**src/sv/crc8flr_pkg.sv**
```systemverilog
// Shared types, constants and the CRC-8 helper for the framed link receiver.
package crc8flr_pkg;

    // Frame geometry: the fields span nine payload bytes at most.
    localparam int PAYLOAD_BYTES_DEF = 9;
    localparam int FIELD_BYTES       = 9;

    // Configuration register reset values.
    localparam logic [7:0]  HDR_FIRST_RST  = 8'd165;
    localparam logic [7:0]  HDR_SECOND_RST = 8'd90;
    localparam logic [15:0] TIMEOUT_RST    = 16'd50;

    // Configuration register indexes.
    localparam logic [1:0] CFG_HDR_FIRST  = 2'd0;
    localparam logic [1:0] CFG_HDR_SECOND = 2'd1;
    localparam logic [1:0] CFG_TIMEOUT    = 2'd2;

    localparam logic [7:0] CRC_POLY   = 8'h07;
    localparam logic [7:0] FIRST_TASK = 8'hFF;

    // Request codes on the input stream.
    localparam logic [1:0] REQ_BYTE = 2'd0;
    localparam logic [1:0] REQ_TICK = 2'd1;
    localparam logic [1:0] REQ_TAKE = 2'd2;

    // Event codes on the result stream.
    localparam logic [1:0] EV_NONE    = 2'd0;
    localparam logic [1:0] EV_FRAME   = 2'd1;
    localparam logic [1:0] EV_CRC_ERR = 2'd2;
    localparam logic [1:0] EV_TIMEOUT = 2'd3;

    localparam int IN_DATA_W  = 8;
    localparam int IN_USER_W  = 2;
    localparam int OUT_DATA_W = 128;
    localparam int OUT_USER_W = 2;

    // Operation classes handed from the front to the back.
    typedef enum logic [1:0] {
        OP_NOP  = 2'd0,
        OP_BYTE = 2'd1,
        OP_TICK = 2'd2,
        OP_TAKE = 2'd3
    } t_op;

    typedef struct packed {
        t_op        op;
        logic [7:0] rx_byte;
    } t_queue_item;

    typedef struct packed {
        logic [7:0]  hdr_first;
        logic [7:0]  hdr_second;
        logic [15:0] timeout_limit;
    } t_cfg;

    // Feed one byte into a CRC-8, MSB first, no reflection.
    function automatic logic [7:0] crc8_feed(input logic [7:0] crc, input logic [7:0] b);
        logic [7:0] c;
        c = crc ^ b;
        for (int i = 0; i < 8; i++) begin
            if (c[7]) begin
                c = {c[6:0], 1'b0} ^ CRC_POLY;
            end else begin
                c = {c[6:0], 1'b0};
            end
        end
        return c;
    endfunction

endpackage

```
**src/sv/crc8flr_front.sv**
```systemverilog
// Front end: accepts items, classifies the request and queues it for the back end.
module crc8flr_front
    import crc8flr_pkg::*;
(
    input  logic                 i_clk,
    input  logic                 i_rst_n,
    input  logic                 s_axis_tvalid,
    output logic                 s_axis_tready,
    input  logic [IN_DATA_W-1:0] s_axis_tdata,  // [7:0] rx_byte
    input  logic [IN_USER_W-1:0] s_axis_tuser,  // [1:0] req_type
    output logic                 o_q_valid,
    input  logic                 i_q_pop,
    output t_queue_item          o_q_item
);

    t_queue_item r_q [0:1];
    logic        r_wr_ptr;
    logic        r_rd_ptr;
    logic [1:0]  r_count;
    logic        w_push;
    logic        w_pop;
    t_queue_item w_item;

    always_comb begin
        w_item.rx_byte = s_axis_tdata[7:0];
        case (s_axis_tuser)
            REQ_BYTE: w_item.op = OP_BYTE;
            REQ_TICK: w_item.op = OP_TICK;
            REQ_TAKE: w_item.op = OP_TAKE;
            default:  w_item.op = OP_NOP;
        endcase
    end

    assign s_axis_tready = (r_count != 2'd2);
    assign w_push        = s_axis_tvalid && s_axis_tready;
    assign o_q_valid     = (r_count != 2'd0);
    assign w_pop         = i_q_pop && o_q_valid;
    assign o_q_item      = r_q[r_rd_ptr];

    always_ff @(posedge i_clk) begin
        if (w_push) begin
            r_q[r_wr_ptr] <= w_item;
        end
    end

    always_ff @(posedge i_clk) begin
        if (!i_rst_n) begin
            r_wr_ptr <= 1'b0;
            r_rd_ptr <= 1'b0;
            r_count  <= 2'd0;
        end else begin
            if (w_push) begin
                r_wr_ptr <= ~r_wr_ptr;
            end
            if (w_pop) begin
                r_rd_ptr <= ~r_rd_ptr;
            end
            case ({w_push, w_pop})
                2'b10:   r_count <= r_count + 2'd1;
                2'b01:   r_count <= r_count - 2'd1;
                default: r_count <= r_count;
            endcase
        end
    end

endmodule

```
**src/sv/crc8flr_back.sv**
```systemverilog
// Back end: framer, CRC check, field latch, link state and the result register.
module crc8flr_back
    import crc8flr_pkg::*;
#(
    parameter int PAYLOAD_BYTES = PAYLOAD_BYTES_DEF
) (
    input  logic                  i_clk,
    input  logic                  i_rst_n,
    input  t_cfg                  i_cfg,
    input  logic                  i_q_valid,
    output logic                  o_q_pop,
    input  t_queue_item           i_q_item,
    output logic                  m_axis_tvalid,
    input  logic                  m_axis_tready,
    output logic [OUT_DATA_W-1:0] m_axis_tdata,
    output logic [OUT_USER_W-1:0] m_axis_tuser
);

    localparam int POS_W = $clog2(PAYLOAD_BYTES + 1);
    localparam int IDX_W = $clog2(PAYLOAD_BYTES);

    localparam logic [1:0] PH_IDLE = 2'd0;
    localparam logic [1:0] PH_HDR2 = 2'd1;
    localparam logic [1:0] PH_DATA = 2'd2;
    localparam logic [1:0] PH_CRC  = 2'd3;

    logic [1:0]       r_phase, n_phase;
    logic [POS_W-1:0] r_pos, n_pos;
    logic [7:0]       r_crc, n_crc;
    logic [7:0]       r_store [0:PAYLOAD_BYTES-1];
    logic [7:0]       w_pay [0:FIELD_BYTES-1];
    logic             w_store_we;

    logic [7:0]  r_task, n_task;
    logic [7:0]  r_vstate, n_vstate;
    logic [15:0] r_posn, n_posn;
    logic [15:0] r_vel, n_vel;
    logic [15:0] r_tgt, n_tgt;
    logic [7:0]  r_seq, n_seq;
    logic [7:0]  r_prev_task, n_prev_task;
    logic [15:0] r_switches, n_switches;
    logic [31:0] r_frames, n_frames;
    logic [15:0] r_ticks, n_ticks;
    logic        r_fresh, n_fresh;
    logic        r_tout, n_tout;
    logic        r_changed, n_changed;

    logic [1:0]  w_event;
    logic        w_fresh_out;
    logic        w_data_ok;
    logic [7:0]  w_crc_next;
    logic [7:0]  w_byte;

    logic                  r_out_valid;
    logic [OUT_DATA_W-1:0] r_out_data;
    logic [OUT_USER_W-1:0] r_out_user;

    // Fields beyond a short payload read as zero.
    generate
        for (genvar k = 0; k < FIELD_BYTES; k++) begin : g_pay
            if (k < PAYLOAD_BYTES) begin : g_on
                assign w_pay[k] = r_store[k];
            end else begin : g_off
                assign w_pay[k] = 8'd0;
            end
        end
    endgenerate

    assign o_q_pop    = i_q_valid && (!r_out_valid || m_axis_tready);
    assign w_byte     = i_q_item.rx_byte;
    assign w_crc_next = crc8_feed(r_crc, w_byte);

    always_comb begin
        n_phase     = r_phase;
        n_pos       = r_pos;
        n_crc       = r_crc;
        n_task      = r_task;
        n_vstate    = r_vstate;
        n_posn      = r_posn;
        n_vel       = r_vel;
        n_tgt       = r_tgt;
        n_seq       = r_seq;
        n_prev_task = r_prev_task;
        n_switches  = r_switches;
        n_frames    = r_frames;
        n_ticks     = r_ticks;
        n_fresh     = r_fresh;
        n_tout      = r_tout;
        n_changed   = r_changed;
        w_store_we  = 1'b0;
        w_event     = EV_NONE;

        case (i_q_item.op)
            OP_BYTE: begin
                case (r_phase)
                    PH_IDLE: begin
                        if (w_byte == i_cfg.hdr_first) begin
                            n_phase = PH_HDR2;
                        end
                    end
                    PH_HDR2: begin
                        if (w_byte == i_cfg.hdr_second) begin
                            n_phase = PH_DATA;
                            n_pos   = '0;
                            n_crc   = 8'd0;
                        end else begin
                            n_phase = PH_IDLE;
                        end
                    end
                    PH_DATA: begin
                        w_store_we = 1'b1;
                        n_crc      = w_crc_next;
                        n_pos      = r_pos + POS_W'(1);
                        if (n_pos >= POS_W'(PAYLOAD_BYTES)) begin
                            n_phase = PH_CRC;
                        end
                    end
                    default: begin
                        if (r_crc == w_byte) begin
                            w_event  = EV_FRAME;
                            n_task   = w_pay[0];
                            n_vstate = w_pay[1];
                            n_posn   = {w_pay[2], w_pay[3]};
                            n_vel    = {w_pay[4], w_pay[5]};
                            n_tgt    = {w_pay[6], w_pay[7]};
                            n_seq    = w_pay[8];
                            // Count a switch only once a first task is on record.
                            if (r_prev_task != w_pay[0]) begin
                                if (r_prev_task != FIRST_TASK) begin
                                    n_changed  = 1'b1;
                                    n_switches = r_switches + 16'd1;
                                end
                                n_prev_task = w_pay[0];
                            end
                            if (r_frames != 32'hFFFF_FFFF) begin
                                n_frames = r_frames + 32'd1;
                            end
                            n_fresh = 1'b1;
                            n_ticks = 16'd0;
                            n_tout  = 1'b0;
                        end else begin
                            w_event = EV_CRC_ERR;
                        end
                        n_phase = PH_IDLE;
                        n_pos   = '0;
                    end
                endcase
            end
            OP_TICK: begin
                if (r_ticks < i_cfg.timeout_limit) begin
                    n_ticks = r_ticks + 16'd1;
                end else if (!r_tout) begin
                    n_tout  = 1'b1;
                    n_fresh = 1'b0;
                    w_event = EV_TIMEOUT;
                end
            end
            default: begin
            end
        endcase

        if (i_q_item.op == OP_TAKE) begin
            w_fresh_out = r_fresh && (r_frames != 32'd0) && !r_tout;
            if (w_fresh_out) begin
                n_fresh = 1'b0;
            end
        end else begin
            w_fresh_out = n_fresh;
        end
        w_data_ok = (n_frames != 32'd0) && !n_tout;
    end

    always_ff @(posedge i_clk) begin
        if (o_q_pop && w_store_we) begin
            r_store[r_pos[IDX_W-1:0]] <= w_byte;
        end
    end

    always_ff @(posedge i_clk) begin
        if (!i_rst_n) begin
            r_phase     <= PH_IDLE;
            r_pos       <= '0;
            r_crc       <= 8'd0;
            r_task      <= 8'd0;
            r_vstate    <= 8'd0;
            r_posn      <= 16'd0;
            r_vel       <= 16'd0;
            r_tgt       <= 16'd0;
            r_seq       <= 8'd0;
            r_prev_task <= FIRST_TASK;
            r_switches  <= 16'd0;
            r_frames    <= 32'd0;
            r_ticks     <= 16'd0;
            r_fresh     <= 1'b0;
            r_tout      <= 1'b0;
            r_changed   <= 1'b0;
        end else if (o_q_pop) begin
            r_phase     <= n_phase;
            r_pos       <= n_pos;
            r_crc       <= n_crc;
            r_task      <= n_task;
            r_vstate    <= n_vstate;
            r_posn      <= n_posn;
            r_vel       <= n_vel;
            r_tgt       <= n_tgt;
            r_seq       <= n_seq;
            r_prev_task <= n_prev_task;
            r_switches  <= n_switches;
            r_frames    <= n_frames;
            r_ticks     <= n_ticks;
            r_fresh     <= n_fresh;
            r_tout      <= n_tout;
            r_changed   <= n_changed;
        end
    end

    // Result register: hold until taken, reload on the same edge it empties.
    always_ff @(posedge i_clk) begin
        if (!i_rst_n) begin
            r_out_valid <= 1'b0;
        end else if (o_q_pop) begin
            r_out_valid <= 1'b1;
        end else if (m_axis_tready) begin
            r_out_valid <= 1'b0;
        end
    end

    always_ff @(posedge i_clk) begin
        if (o_q_pop) begin
            r_out_user <= w_event;
            r_out_data <= {5'd0, n_frames, w_data_ok, w_fresh_out, n_switches, n_changed,
                           n_seq, n_tgt, n_vel, n_posn, n_vstate, n_task};
        end
    end

    assign m_axis_tvalid = r_out_valid;
    assign m_axis_tdata  = r_out_data;
    assign m_axis_tuser  = r_out_user;

endmodule

```
**src/sv/crc8_frame_link_receiver_core.sv**
```systemverilog
// Top level of the CRC-8 framed link receiver: config registers, front end and back end.
//
// Each input item is a request: a received byte (tuser 0), a 10 ms tick (tuser 1) or a
// take-fresh request (tuser 2); tuser 3 does nothing. Every item yields exactly one result
// item carrying an event code in tuser (0 none, 1 frame accepted, 2 CRC mismatch,
// 3 timeout declared) and the latched frame fields plus link status in tdata. A frame is
// header_first, header_second, PAYLOAD_BYTES payload bytes and a CRC-8 byte (poly 0x07,
// init 0, MSB first) taken over the payload. Throughput is one item per clock while
// the result side does not stall: a 2-entry queue sits behind the input handshake
// and the back end updates all state and loads the result register together as it
// pops an item, so a result passes through the queue and then the result register. The
// result register reloads on the same edge it is taken, so output backpressure stalls the
// input only once the queue fills. Configuration writes are always ready; write them only
// while no item is in flight.
module crc8_frame_link_receiver_core
    import crc8flr_pkg::*;
#(
    parameter int PAYLOAD_BYTES = PAYLOAD_BYTES_DEF
) (
    input  logic                  i_clk,
    input  logic                  i_rst_n,
    // Input stream
    input  logic                  s_axis_tvalid,
    output logic                  s_axis_tready,
    input  logic [IN_DATA_W-1:0]  s_axis_tdata,   // [7:0] rx_byte
    input  logic [IN_USER_W-1:0]  s_axis_tuser,   // [1:0] req_type
    // Result stream
    output logic                  m_axis_tvalid,
    input  logic                  m_axis_tready,
    // [7:0] task id, [15:8] state byte, [31:16] position, [47:32] velocity,
    // [63:48] target, [71:64] sequence byte, [72] switch flag, [88:73] task_switches,
    // [89] fresh, [90] data_ok, [122:91] good_frames, [127:123] zero
    output logic [OUT_DATA_W-1:0] m_axis_tdata,
    output logic [OUT_USER_W-1:0] m_axis_tuser,   // [1:0] event_code
    // Configuration write channel
    input  logic                  i_cfg_valid,
    output logic                  o_cfg_ready,
    input  logic [1:0]            i_cfg_index,
    input  logic [15:0]           i_cfg_data
);

    t_cfg        r_cfg;
    logic        w_q_valid;
    logic        w_q_pop;
    t_queue_item w_q_item;

    assign o_cfg_ready = 1'b1;

    // Register file: an unknown index is dropped.
    always_ff @(posedge i_clk) begin
        if (!i_rst_n) begin
            r_cfg.hdr_first     <= HDR_FIRST_RST;
            r_cfg.hdr_second    <= HDR_SECOND_RST;
            r_cfg.timeout_limit <= TIMEOUT_RST;
        end else if (i_cfg_valid && o_cfg_ready) begin
            case (i_cfg_index)
                CFG_HDR_FIRST:  r_cfg.hdr_first     <= i_cfg_data[7:0];
                CFG_HDR_SECOND: r_cfg.hdr_second    <= i_cfg_data[7:0];
                CFG_TIMEOUT:    r_cfg.timeout_limit <= i_cfg_data;
                default: begin
                end
            endcase
        end
    end

    // Accept and classify requests into the queue.
    crc8flr_front u_front (
        .i_clk         (i_clk),
        .i_rst_n       (i_rst_n),
        .s_axis_tvalid (s_axis_tvalid),
        .s_axis_tready (s_axis_tready),
        .s_axis_tdata  (s_axis_tdata),
        .s_axis_tuser  (s_axis_tuser),
        .o_q_valid     (w_q_valid),
        .i_q_pop       (w_q_pop),
        .o_q_item      (w_q_item)
    );

    // Execute requests and present results.
    crc8flr_back #(
        .PAYLOAD_BYTES (PAYLOAD_BYTES)
    ) u_back (
        .i_clk         (i_clk),
        .i_rst_n       (i_rst_n),
        .i_cfg         (r_cfg),
        .i_q_valid     (w_q_valid),
        .o_q_pop       (w_q_pop),
        .i_q_item      (w_q_item),
        .m_axis_tvalid (m_axis_tvalid),
        .m_axis_tready (m_axis_tready),
        .m_axis_tdata  (m_axis_tdata),
        .m_axis_tuser  (m_axis_tuser)
    );

endmodule

```
**config.mk**
```make
export PLATFORM = sky130hd
export DESIGN_NAME = crc8_frame_link_receiver_core
export DESIGN_NICKNAME = d
export VERILOG_FILES = /design/src/sv/crc8flr_pkg.sv /design/src/sv/crc8flr_front.sv /design/src/sv/crc8flr_back.sv /design/src/sv/crc8_frame_link_receiver_core.sv
export SDC_FILE = /design/constraint.sdc
export NUM_CORES = 1
export LEC_CHECK = 0
export BUFFER_PORTS_ARGS = -buffer_cell sky130_fd_sc_hd__buf_2
export CAP_MARGIN = 40
export CORE_AREA = 4 4 197 199
export CTS_CLUSTER_DIAMETER = 60
export CTS_CLUSTER_SIZE = 12
export DETAILED_ROUTE_END_ITERATION = 12
export DIE_AREA = 0 0 201 203
export PLACE_DENSITY = 0.68
export SETUP_SLACK_MARGIN = 0.02
export SLEW_MARGIN = 20
export SYNTH_ARGS = -nofsm -noshare
export SYNTH_HDL_FRONTEND = slang
export SYNTH_SLANG_ARGS = --single-unit
```
**constraint.sdc**
```tcl
create_clock -name i_clk -period 11.15 [get_ports i_clk]
set_clock_uncertainty 0.1 [all_clocks]
set_input_delay 1.115 -clock i_clk [delete_from_list [all_inputs] [get_ports i_clk]]
set_output_delay 1.115 -clock i_clk [all_outputs]
set_load 0.005 [all_outputs]
```
==> key figures <==
Yosys
  – Simple-Gate Fraction of Synth Area: 20.4%
  – Seq cells post-synth: 416
  – Top FF cell, synth: edfxtp_1
  – Mapped Cells: 1,784
  – Synth warnings: 0
  – Post-synthesis xor/xnor area fraction: 6.93%
  – Synth Area in Compound Gates: 7.58%
  – Syn avg cell area: 10.2 um^2
  – Post-synthesis sequential area ratio: 57.4%
  – Post-Syn Area: 18,300 um^2
  – Post-synth EDFFs: 217
  – Synth Area in Adders: 2.19%
  – Mux contribution to synthesized area: 2.13%
  – Largest family of logic cells by synthesized area: simple AND/OR/NAND/NOR gates
  – Post-synth ARST share: 0%
  – Synth cell types: 66

CTS
  – H-tree level count: 2
  – TritonCTS clock tree: yes
  – CTS resizes: 0
  – Post-CTS Setup Bufs: 0
  – Max clock buf depth: 3
  – CTS Hold Buffers Added: 0
  – Clock transition at path regs: 0.06 ns
  – Worst-skew pair later-pin latency: 0.56 ns
  – CTS buffer count: 42
  – Clock root cell: clkbuf_16
  – CTS Sinks: 416

Setup path
  – Crit-path max FO: 31
  – Startpoint Class: flip-flop
  – Endpoint class of the critical path: flip-flop
  – Worst path cell trace: mux2i_1 -> xor2_1 -> ha_1 -> nand3_1 -> or4_4 -> or4b_1 -> xnor2_1 -> or4_1 -> nor4bb_1 -> a31oi_1
  – WP data required: 11.34 ns
  – Crit Path Category: flip-flop to flip-flop
  – Buffers plus inverters on the worst setup path: 0
  – Flop2flop setup slack: 6.36 ns
  – Critical Path Stages: 10
  – Cell family with most CP delay: simple AND/OR/NAND/NOR gates
  – Slowest-stage cell, CP: dfxtp_1
  – Worst R2R Path Depth: 10
  – WP data arrival: 4.98 ns
  – CP peak stage delay: 0.75 ns

Place
  – DPL Wire Length: 28.4 mm
  – IO buf count: 159
  – Gpl congestion: 0.874
  – Placed cell area: 19,500 um^2

GRT
  – First-pass GRT wire length: 67.5 mm
  – Via count of the first global-routing pass: 12,363
  – Initial antenna violation count: 0
  – GRT Overall Usage: 20.4%
  – Total congestion overflow: 0
  – Largest net degree at the start of global routing: 130

STA
  – Final setup viols: 0
  – Final TNS setup: 0 ns
  – Rel. slew slack: 40.5%
  – Fmax achieved: 209 MHz
  – RSZ-0062 raised after global routing: false
  – Final Hold Violating Endpoints: 0
  – Fin crit share: 43.0%
  – Pins Over Slew Limit: 0
  – Worst-Margin Slew: 0.885 ns
  – Final Critical Period: 4.79 ns

Layout
  – Commonest non-fill, non-tap cell in the layout: nand2_1
  – Area Overhead vs Synth: 13.6%
  – Fraction of layout cells with a size suffix above 1: 13.1%
  – Most frequent cells in the layout: nand2_1, edfxtp_1, dfxtp_1, buf_2, a21boi_0
  – # diodes: 0
  – Fill count: 3,196
  – Nets: 1,975
  – Final instance area: 20,800 um^2

Route
  – DRT Pass-1 Iters: 5
  – Vias: 12,795
  – Iter 0 DRT Violations: 1,024
  – WL per Instance: 17.4 um
  – DRC viols: 0
  – Final ANT Viol Nets: 0
  – WL final: 42.1 mm
  – Drt via density: 5.30

Flow run
  – MaxCap Viol Count: 0

Floorplan
  – IO Count: 166
  – Die Wd: 201 um
  – CORE AREA: 37,200 um^2
  – Starting Density: 49.1%
  – Die height: 203 um
  – Die Footprint: 40,800 um^2
  – # rows: 71

Power and ir drop
  – Clock power share: 32.7%
  – Worst vdd ir: 0.157 mV
  – Pint: 2.90 mW
  – Leak: 7.92 nW
  – Sequential share of power: 49.1%
  – Pwr/cell area: 194 nW/um^2
  – Combinational Power Share: 18.2%
  – Net Sw Frac: 27.9%
  – Sw power: 1.12 mW

Outcome
  – Status: complete, no violations

Worst hold path
  – Cell count of the worst hold path: 2
  – Hold WC Path Type: flip-flop to flip-flop
sequential cells by signal, summed over array words and instances (netlist names), 4 cells and up, named ones only:
| register | count |
|---|---|
| u_back.r_posn | 16 |
| u_back.r_tgt | 16 |
| u_back.r_switches | 16 |
| u_back.r_frames | 32 |
| u_back.r_seq | 8 |
| u_back.r_ticks | 16 |
| r_cfg | 32 |
| u_back.r_vel | 16 |
| u_back.r_vstate | 8 |
| u_back.r_store | 72 |
| u_front.r_q | 20 |
| u_back.r_pos | 4 |
| u_back.m_axis_tdata | 123 |
| u_back.r_crc | 8 |
| u_back.r_task | 8 |
| u_back.r_prev_task | 8 |
per-layer routing:
layer  global-route usage (%)  routed length [um]  up-vias
li1                         -                   -     6280
met1                     27.5               18700     6072
met2                     34.0               20100      377
met3                     3.15                2360       66
met4                     6.66                 995        0
met5                        0                   0        -
tightest hold or removal path, cell delays in order, from the launching register on:
cell and delay, ns:
dfxtp_1 0.31, nand2_1 0.04, a21boi_0 0.06
logic make-up (layout without fill, tap and decap cells):
kind of cell,Yosys count,in the layout
compound gates,191,191
xor+xnor,143,143
fa+ha+maj,32,32
buf+inv,147,300
flops,416,416
mux,36,36
other cells,2,6
simple gates,817,817
power groups by stage:
stage,clock network [mW],registers (mW),logic [mW]
after floorplan,0,2.05,0.355
after global placement,0,2.02,0.701
after detailed placement,0,2.01,0.734
after CTS,1.35,1.98,0.736
after global routing,1.41,2.00,0.805
final,1.31,1.97,0.730
cell usage after synthesis, drive strengths merged, types with 35 or more instances:
cell type | n | area (um^2)
nand2 | 496 | 1860
and2 | 47 | 294
xor2 | 49 | 429
xnor2 | 94 | 838
a21boi | 107 | 803
clkbuf | 71 | 267
dfxtp | 199 | 3980
nand4 | 35 | 219
nand3 | 37 | 190
edfxtp | 217 | 6520
nor2 | 66 | 248
inv | 51 | 191
through the flow:
stage | util, % | setup WS [ns] | hold WS [ns] | power (mW) | instances
after floorplan | - | 4.08 | 0.341 | 2.40 | 1788
after global placement | 52.0 | 6.23 | 0.352 | 2.72 | 2331
after detailed placement | 52.4 | 6.35 | 0.357 | 2.75 | 2339
after CTS | 55.7 | 6.35 | 0.365 | 4.07 | 2414
after global routing | 55.8 | 6.10 | 0.381 | 4.21 | 2415
final | 55.8 | 6.36 | 0.362 | 4.02 | 2415
final cells by class:
class / instances / area [um^2] / area share, %
Clock buffer: 70 / 1210 / 5.81
Sequential cell: 416 / 10500 / 50.6
Clock inverter: 5 / 37.5 / 0.181
Inverter: 51 / 199 / 0.958
Tap cell: 474 / 593 / 2.86
Multi-Input combinational cell: 1225 / 7200 / 34.7
Timing Repair Buffer: 174 / 1020 / 4.93
final timing paths:
kind | startpoint | end
min | u_back.r_seq[5]$_SDFFE_PN0P_ | u_back.r_seq[5]$_SDFFE_PN0P_
min reg2reg | u_back.r_seq[5]$_SDFFE_PN0P_ | u_back.r_seq[5]$_SDFFE_PN0P_
max | flip-flop | u_back.m_axis_tdata[90]$_DFFE_PP_
max reg2reg | flip-flop | u_back.m_axis_tdata[90]$_DFFE_PP_
No activity file was read; power rests on OpenSTA's default activity.
